[config.mk]
export PLATFORM = sky130hd
export DESIGN_NAME = hpq_cell
export DESIGN_NICKNAME = d
export VERILOG_FILES = /design/src/rtl/assert_macros.svh /design/src/rtl/hpq_pkg.sv /design/src/rtl/hpq_cell.sv
export SDC_FILE = /design/constraint.sdc
export NUM_CORES = 1
export LEC_CHECK = 0
export ABC_AREA = 1
export BUFFER_PORTS_ARGS = -buffer_cell sky130_fd_sc_hd__buf_2
export CORE_MARGIN = 2
export CORE_UTILIZATION = 41
export DETAILED_ROUTE_END_ITERATION = 6
export PLACE_DENSITY = 0.74
export SLEW_MARGIN = 20
export SYNTH_ARGS = -nofsm -noshare
export SYNTH_HDL_FRONTEND = slang
export SYNTH_SLANG_ARGS = --single-unit
[constraint.sdc]
create_clock -name aclk -period 2.13 [get_ports aclk]
set_clock_uncertainty 0.05 [all_clocks]
set_input_delay 0.213 -clock aclk [delete_from_list [all_inputs] [get_ports aclk]]
set_output_delay 0.213 -clock aclk [all_outputs]
set_load 0.05 [all_outputs]
[src/rtl/assert_macros.svh]
// assertion macros used by the min_heap_priority_queue rtl
// no dependencies
`ifndef ASSERT_MACROS_SVH
`define ASSERT_MACROS_SVH

// expression holds at every clock edge out of reset
`define ASSERT_ALWAYS(lbl, clk, rst_n, expr) \
    lbl: assert property (@(posedge clk) disable iff (!rst_n) (expr)) \
        else $error("assertion failed: expr");

// antecedent implies consequent in the next cycle
`define ASSERT_NEXT(lbl, clk, rst_n, ante, cons) \
    lbl: assert property (@(posedge clk) disable iff (!rst_n) (ante) |=> (cons)) \
        else $error("assertion failed: ante |=> cons");

`endif

[src/rtl/hpq_pkg.sv]
// shared types and constants for the min-heap priority queue
// no dependencies
package hpq_pkg;

    localparam int HPQ_CAPACITY   = 128;
    localparam int HPQ_DATA_WIDTH = 32;

    // external field widths
    localparam int VALUE_W  = 32;
    localparam int STATUS_W = 2;
    localparam int OCC_W    = 8;

    typedef enum logic {
        CMD_INSERT  = 1'b0,
        CMD_EXTRACT = 1'b1
    } hpq_cmd_t;

    typedef enum logic [STATUS_W-1:0] {
        STATUS_OK    = 2'd0,
        STATUS_FULL  = 2'd1,
        STATUS_EMPTY = 2'd2
    } hpq_status_t;

    // per-cycle operation broadcast to every cell
    typedef struct packed {
        logic ins;
        logic ext;
    } hpq_ctrl_t;

    // status a cell hands to its neighbors
    typedef struct packed {
        logic valid;
        logic keep;
    } hpq_link_t;

endpackage

[src/rtl/hpq_cell.sv]
// one cell of the sorted queue chain: holds a single entry
// depends on hpq_pkg
module hpq_cell import hpq_pkg::*; #(
    parameter int DATA_WIDTH = HPQ_DATA_WIDTH
) (
    input  logic                  aclk,
    input  logic                  aresetn,
    input  hpq_ctrl_t             ctrl,
    input  logic [DATA_WIDTH-1:0] new_value,
    input  logic [DATA_WIDTH-1:0] left_value,
    input  hpq_link_t             left_link,
    input  logic [DATA_WIDTH-1:0] right_value,
    input  logic                  right_valid,
    output logic [DATA_WIDTH-1:0] cell_value,
    output hpq_link_t             cell_link
);

    logic [DATA_WIDTH-1:0] val_reg, val_next;
    logic                  valid_reg, valid_next;
    logic                  keep;

    // entry stays put when it is not greater than the new value
    assign keep = valid_reg && ($signed(val_reg) <= $signed(new_value));

    always_comb begin
        val_next   = val_reg;
        valid_next = valid_reg;
        if (ctrl.ext) begin
            val_next   = right_value;
            valid_next = right_valid;
        end else if (ctrl.ins && !keep) begin
            if (left_link.keep) begin
                val_next   = new_value;
                valid_next = 1'b1;
            end else begin
                // shift one place toward the tail
                val_next   = left_value;
                valid_next = left_link.valid;
            end
        end
    end

    always_ff @(posedge aclk) begin
        if (!aresetn) begin
            valid_reg <= 1'b0;
        end else begin
            valid_reg <= valid_next;
        end
    end

    always_ff @(posedge aclk) begin
        val_reg <= val_next;
    end

    assign cell_value      = val_reg;
    assign cell_link.valid = valid_reg;
    assign cell_link.keep  = keep;

endmodule

==> results by group, run 1 <==
Outcome
  • Run status: complete, but fails checks
  • Failing checks: negative setup slack

Layout
  • Area of the multi-input gates: 0.00148 mm²
  • Area growth syn-to-layout: 44.9%
  • Flip-flop count of the largest register after layout: 32
  • Most frequent cells in the layout: 135 x buf_2, 74 x a21oi_1, 65 x nand2_1, 37 x inv_1, 37 x nor2_1
  • Ant diodes: 0
  • Share of layout cells above drive strength 1: 41.7%
  • Fillcell total: 564
  • Most common cell after layout, fill and taps aside: buf_2
  • Nets: 623
  • Sequential cell area: 981 µm²
  • Final Core Density: 61.8%

Die
  • I/O Pins: 137
  • Horiz. Die Dim: 83.0 µm
  • Starting Density: 42.7%
  • Die H: 83.0 µm
  • Die Area: 0.00688 mm²
  • Core area: 0.00599 mm²
  • Row Count: 28

CTS
  • CTS tree: done
  • Num CTS Buffers: 5
  • CTS Sinks: 33
  • H-tree depth: 2
  • CTS Hold Buffers Added: 0
  • Reg clk slew, reported paths: 60 ps
  • CTS max path bufs: 2
  • Worst-Skew Late Latency: 280 ps
  • Clock root cell: clkbuf_8

Routing
  • Detail-routed via count per cell: 4.80
  • Detailed Routing Iterations Pass 1: 4
  • DRT iter0 DRCs: 64
  • Vias: 2709
  • DRT antenna net count: 0
  • Wirelength per Cell: 12.5 µm
  • Residual DRC count: 0
  • Routed wire length: 7020 µm

Timing
  • Setup WS post-layout: -159 ps
  • WHS: 142 ps
  • Setup TNS Final: -3750 ps
  • Fin crit period: 2290 ps
  • Fmax: 0.437 GHz
  • Period utilization: 107%
  • RSZ-0062 raised after global routing: true
  • Final hold vios: 0
  • Slew @ Worst Pin: 625 ps
  • Final setup fails: 34
  • Slew Limit Fails: 0
  • Slew Limit Headroom: 58.3%

Pwr
  • Power Total: 0.00223 W
  • Pwr dens: 602 mW/mm²
  • Pleak: 1.93 nW
  • Max VDD drop: 340 µV

Global routing
  • Met3 Use GR: 4.17%
  • GRT met1 Usage: 26.5%
  • Met2 Use GR: 34.6%
  • Initial antenna violation count: 0
  • Grt ovf: 0
  • Vias in the first global route: 2600
  • Global-route wire length before repair: 11600 µm
  • Largest net degree at the start of global routing: 37
  • GR peak layer: met2
  • Overall global routing resource usage: 20.2%

Logic synthesis
  • #FFs+latches synth: 33
  • Sequential share of the synthesized area: 38.4%
  • Top cell type by total area after synthesis: edfxtp_1
  • Syn_nets: 468
  • Area contributors post-synth: edfxtp_1 38%, ha_1 16%, a21oi_1 15%
  • Syn Area/Cell: 7.68 µm²
  • Top cell type's share of synthesized area: 37.6%
  • Synth warn: 0
  • Mapped Cells: 333
  • Mapped Area: 0.00256 mm²
  • Synth cell types: 23

Setup path
  • CP max stage cell: edfxtp_1
  • Worst Path Arrival: 2030 ps
  • Cell mode on critical path: nand2_1
  • Crit path required time: 1870 ps
  • Crit start category: register
  • CP max stage delay: 410 ps
  • Worst Setup End Kind: primary output
  • CP Class: reg2out
  • Worst Path Max Fanout: 2
  • Worst path cell trace: ha_1, a21oi_1, o21a_1, nand2_1, a21oi_2, nand2_1, nand2_1, nand3_2, nand2_2, inv_2, buf_8

Placement
  • Port Buf Inserts: 136
  • GP Congestion: 0.810
  • Post-DP HPWL: 5210 µm

Run
  • Max-cap violation count: 0

Worst hold path
  • Worst hold path class: in2reg
repair_timing:
item                                    in CTS  in global routing
endpoints found under the hold margin        0                  0
cloned                                       1                  0
gates resized for setup                     15                  8
pin swaps                                    6                  4
endpoints found under the setup margin      34                 34
buffers inserted                             6                  1
final cells by class:
cell class / count / share of cell area, %
inverters: 44 / 4.56
repair buffers: 163 / 24.1
clock buffers: 8 / 2.43
multi-input cells: 241 / 39.9
well taps: 75 / 2.53
flip-flops and latches: 33 / 26.5
path summary, 6_finish.rpt:
path,from,to,slack (ps),cells after the start
setup / recovery,cell_value[21],cell_link[0],-160,11
hold / removal,aresetn,valid_reg,140,3
setup reg to reg,cell_value[21],cell_value[20],-120,11
hold reg to reg,valid_reg,valid_reg,570,2
per-layer routing:
metal / vias to the layer above / part of all wire [%] / wire, µm
li1: 1417 / - / -
met1: 1201 / 47 / 3290
met2: 85 / 47 / 3310
met3: 6 / 5.2 / 362
met4: 0 / 0.84 / 59
met5: - / 0 / 0
synth_stat cells:
master / n
nand2_2: 3
nor2_1: 40
edfxtp_1: 32
clkbuf_1: 13
a21oi_1: 77
a21oi_2: 2
inv_4: 1
o22ai_1: 1
ha_1: 32
dfxtp_1: 1
clkinv_1: 1
o21ai_0: 2
inv_2: 4
nor2_2: 2
a21o_1: 1
inv_1: 38
buf_4: 3
o31ai_1: 1
nand4_2: 1
nand4_1: 1
o21a_1: 2
nand3_1: 4
nand2_1: 71
logic make-up (layout without fill, tap and decap cells):
family | after synthesis | after routing | synth area share (%)
flip-flops | 33 | 33 | 38.4
adder cells (fa/ha/maj) | 32 | 32 | 15.7
AO/OA/AOI/OAI | 86 | 86 | 17.6
buffers and inverters | 60 | 215 | 9.35
AND/OR/NAND/NOR | 122 | 123 | 19.0
worst max-delay path: cells and delay by family (launching register included):
kind            cells  cell delay, ps
flops               1             410
buf+inv             2             190
compound gates      3             490
fa+ha+maj           1             310
simple gates        5             360
per-stage QoR:
stage,std cells,cell area [µm²],setup WS [ps]
floorplan,333,2590,-163
global placement,548,3440,-89.8
detailed placement,548,3440,-150
CTS,563,3650,-111
global route,564,3700,-291
finish,564,3700,-159
where the power goes:
group          switching [W]  total (W)  internal [W]
clock               0.000223   0.000487      0.000264
sequential         0.0000411   0.000839      0.000798
combinational       0.000567   0.000904      0.000337
total               0.000831    0.00223       0.00140
(Power assumes the default switching activity.)
==> inputs of run 2 (changes only) <==
- MAX_ROUTING_LAYER: not set -> met4
- SETUP_SLACK_MARGIN: not set -> 0.02
==> run 2 against run 1 <==
The run still ends with negative setup slack left. Hold slack improved by 22 ps. Non-clock buffer count decreased by 11. Highest routed layer unchanged. Cell area decreased by 1.9%.
==> results by group, run 2 (synthesis results as in run 1) <==
CTS
  • Reg clk slew, reported paths: 70 ps (about the same)
  • CTS Sinks: 33 (unchanged)
  • Worst-Skew Late Latency: 270 ps (about the same)
  • CTS Hold Buffers Added: 0 (unchanged)
  • Clock root cell: clkbuf_8
  • CTS tree: done
  • Num CTS Buffers: 5 (unchanged)
  • H-tree depth: 2 (unchanged)
  • CTS max path bufs: 2 (unchanged)

Routing
  • Vias: 2730 (+0.78%)
  • Routed wire length: 7250 µm (+3.2%)
  • Wirelength per Cell: 13.1 µm (+5.2%)
  • Residual DRC count: 0 (unchanged)
  • DRT antenna net count: 0 (unchanged)
  • Detail-routed via count per cell: 4.94 (+2.8%)
  • Detailed Routing Iterations Pass 1: 5 (+1)
  • DRT iter0 DRCs: 134 (+110%)

Setup path
  • FF-to-FF path depth: 14 (+3)
  • Critical R2R Launch: cell_value[5]
  • Launch point of the worst path: cell_value[5]
  • Crit path required time: 2050 ps (+180 ps)
  • CP Capture Point: cell_value[22]
  • Worst Path Max Fanout: 17 (+15)
  • Worst Setup End Kind: register
  • Reg2reg end: cell_value[22]
  • CP Class: reg2reg
  • Worst R2R Setup Slack: -110 ps (about the same)
  • Worst Path Arrival: 2170 ps (+140 ps)
  • Crit start category: register

Layout
  • Nets: 613 (-1.6%)
  • Area growth syn-to-layout: 42.2%
  • Ant diodes: 0 (unchanged)
  • Final Core Density: 60.7% (-1.1 points)
  • Flip-flop count of the largest register after layout: 32 (unchanged)
  • Fillcell total: 538 (-4.6%)
  • Most frequent cells in the layout: 135 x buf_2, 72 x a21oi_1, 66 x nand2_1, 37 x inv_1, 37 x nor2_1
  • Non-Filler Instances: 553 (-2.0%)
  • Share of layout cells above drive strength 1: 40.4% (-1.3 points)
  • Most common cell after layout, fill and taps aside: buf_2

Worst hold path
  • Worst hold path class: in2reg
  • Worst hold start: aresetn

Timing
  • Period utilization: 105% (-2.2 points)
  • Slew Limit Fails: 0 (unchanged)
  • Fin crit period: 2240 ps (-46.5 ps)
  • Slew Limit Headroom: 55.2% (-3.0 points)
  • Fmax: 0.446 GHz (+2.1%)
  • Final setup fails: 33 (-2.9%)
  • RSZ-0062 raised after global routing: true
  • Slew @ Worst Pin: 671 ps (+46.2 ps)
  • Final hold vios: 0 (unchanged)
  • Setup WS post-layout: -112 ps (+46.5 ps)

Placement
  • Post-DP HPWL: 5360 µm (+3.0%)
  • GP Congestion: 0.794 (-2.0%)
  • Port Buf Inserts: 136 (unchanged)
  • Placed cells: 539 (-1.6%)

Global routing
  • Largest net degree at the start of global routing: 38 (+2.7%)
  • Overall global routing resource usage: 21.4% (+1.2 points)
  • Grt ovf: 0 (unchanged)
  • Initial antenna violation count: 0 (unchanged)
  • Vias in the first global route: 2681 (+3.1%)
  • Global-route wire length before repair: 11900 µm (+3.0%)

Die
  • Core area: 0.00599 mm² (unchanged)
  • Row Count: 28 (unchanged)
  • Horiz. Die Dim: 83.0 µm (unchanged)
  • Starting Density: 42.7% (unchanged)
  • I/O Pins: 137 (unchanged)
  • Die H: 83.0 µm (unchanged)
  • Die Area: 0.00688 mm² (unchanged)

Outcome
  • Failing checks: negative setup slack
  • Run status: complete, but fails checks

Run
  • Max-cap violation count: 0 (unchanged)

Pwr
  • Flop pwr share: 38.7% (+1.1 points)
  • P_sw: 0.000827 W (-0.48%)
  • Max VDD drop: 375 µV (+10%)
  • Internal power: 0.00134 W (-3.9%)
  • Switching Share: 38.1% (+0.83 points)
  • Clock Power Share: 20.0% (-1.8 points)
  • Pleak: 1.88 nW (-2.6%)
  • Pwr dens: 597 mW/mm² (-0.79%)
  • Part of the power in combinational logic: 41.3% (+0.8 points)
  • Power Total: 0.00217 W (-2.6%)
==> run 2: cell count changes in the layout (fill, tap and decap cells not counted), sizes merged <==
cell and delta:
buf -11, clkbuf -2, clkinv +1, nand2 +1
==> run 2: final cells by class <==
| cell class | count | area, µm² | area share (%) |
|---|---|---|---|
| multi-input cells | 242 | 1510 | 41.4 |
| clock buffers | 6 | 72.6 | 2.00 |
| flip-flops and latches | 33 | 981 | 27.0 |
| inverters | 44 | 168 | 4.61 |
| repair buffers | 152 | 811 | 22.3 |
| clock inverters | 1 | 3.75 | 0.103 |
| well taps | 75 | 93.8 | 2.58 |
==> run 2: worst min path at each step <==
stage,end,slack (ps),cells after the start
6_report,valid_reg,160,3
2_1_floorplan,valid_reg,300,2
5_1_grt,valid_reg,170,3
4_1_cts,valid_reg,150,3
3_3_place_gp,valid_reg,450,3
3_5_place_dp,valid_reg,450,3
==> run 2: power by group through the flow <==
stage | registers (W) | clock network, W | logic [W]
5_1_grt | 0.000848 | 0.000488 | 0.000985
3_3_place_gp | 0.000846 | 0 | 0.000810
6_report | 0.000841 | 0.000434 | 0.000897
3_5_place_dp | 0.000850 | 0 | 0.000826
2_1_floorplan | 0.00107 | 0 | 0.000335
4_1_cts | 0.000837 | 0.000445 | 0.000855
==> run 2: through the flow <==
step / TNS [ps] / setup slack (ps) / hold WS (ps) / cell area [µm²]
after floorplan: -5260 / -163 / 304 / 2590
after global placement: -2010 / -64.0 / 445 / 3370
after detailed placement: -3490 / -111 / 447 / 3370
after CTS: -2430 / -113 / 152 / 3520
after global routing: -7740 / -257 / 168 / 3630
final: -2910 / -112 / 164 / 3630
==> run 2: critical path, cell delays in order (launching register included) <==
cell and delay, ps:
edfxtp_1 400, ha_1 310, a21oi_1 150, nor2_1 50, nor2_1 80, nand2_1 60, nand2_1 60, nand2_1 50
nand2_1 80, nand2_1 50, nand2_1 70, nand3_2 70, nand2_2 80, nand2_2 160, nand2_8 210
==> run 2: per-layer routing <==
| metal | vias to the layer above | GRT usage, % | wire, µm | part of all wire [%] |
|---|---|---|---|---|
| li1 | 1397 | - | - | - |
| met1 | 1233 | 23.3 | 2950 | 41 |
| met2 | 92 | 38.6 | 3800 | 52 |
| met3 | 8 | 4.67 | 388 | 5.4 |
| met4 | 0 | 7.15 | 112 | 1.5 |
| met5 | - | - | 0 | 0 |
==> run 2: what timing repair did <==
item	CTS	global route
gates resized for setup	7	17
endpoints found under the setup margin	34	34
pin swaps	2	8
gates cloned	2	0
setup buffers	2	3
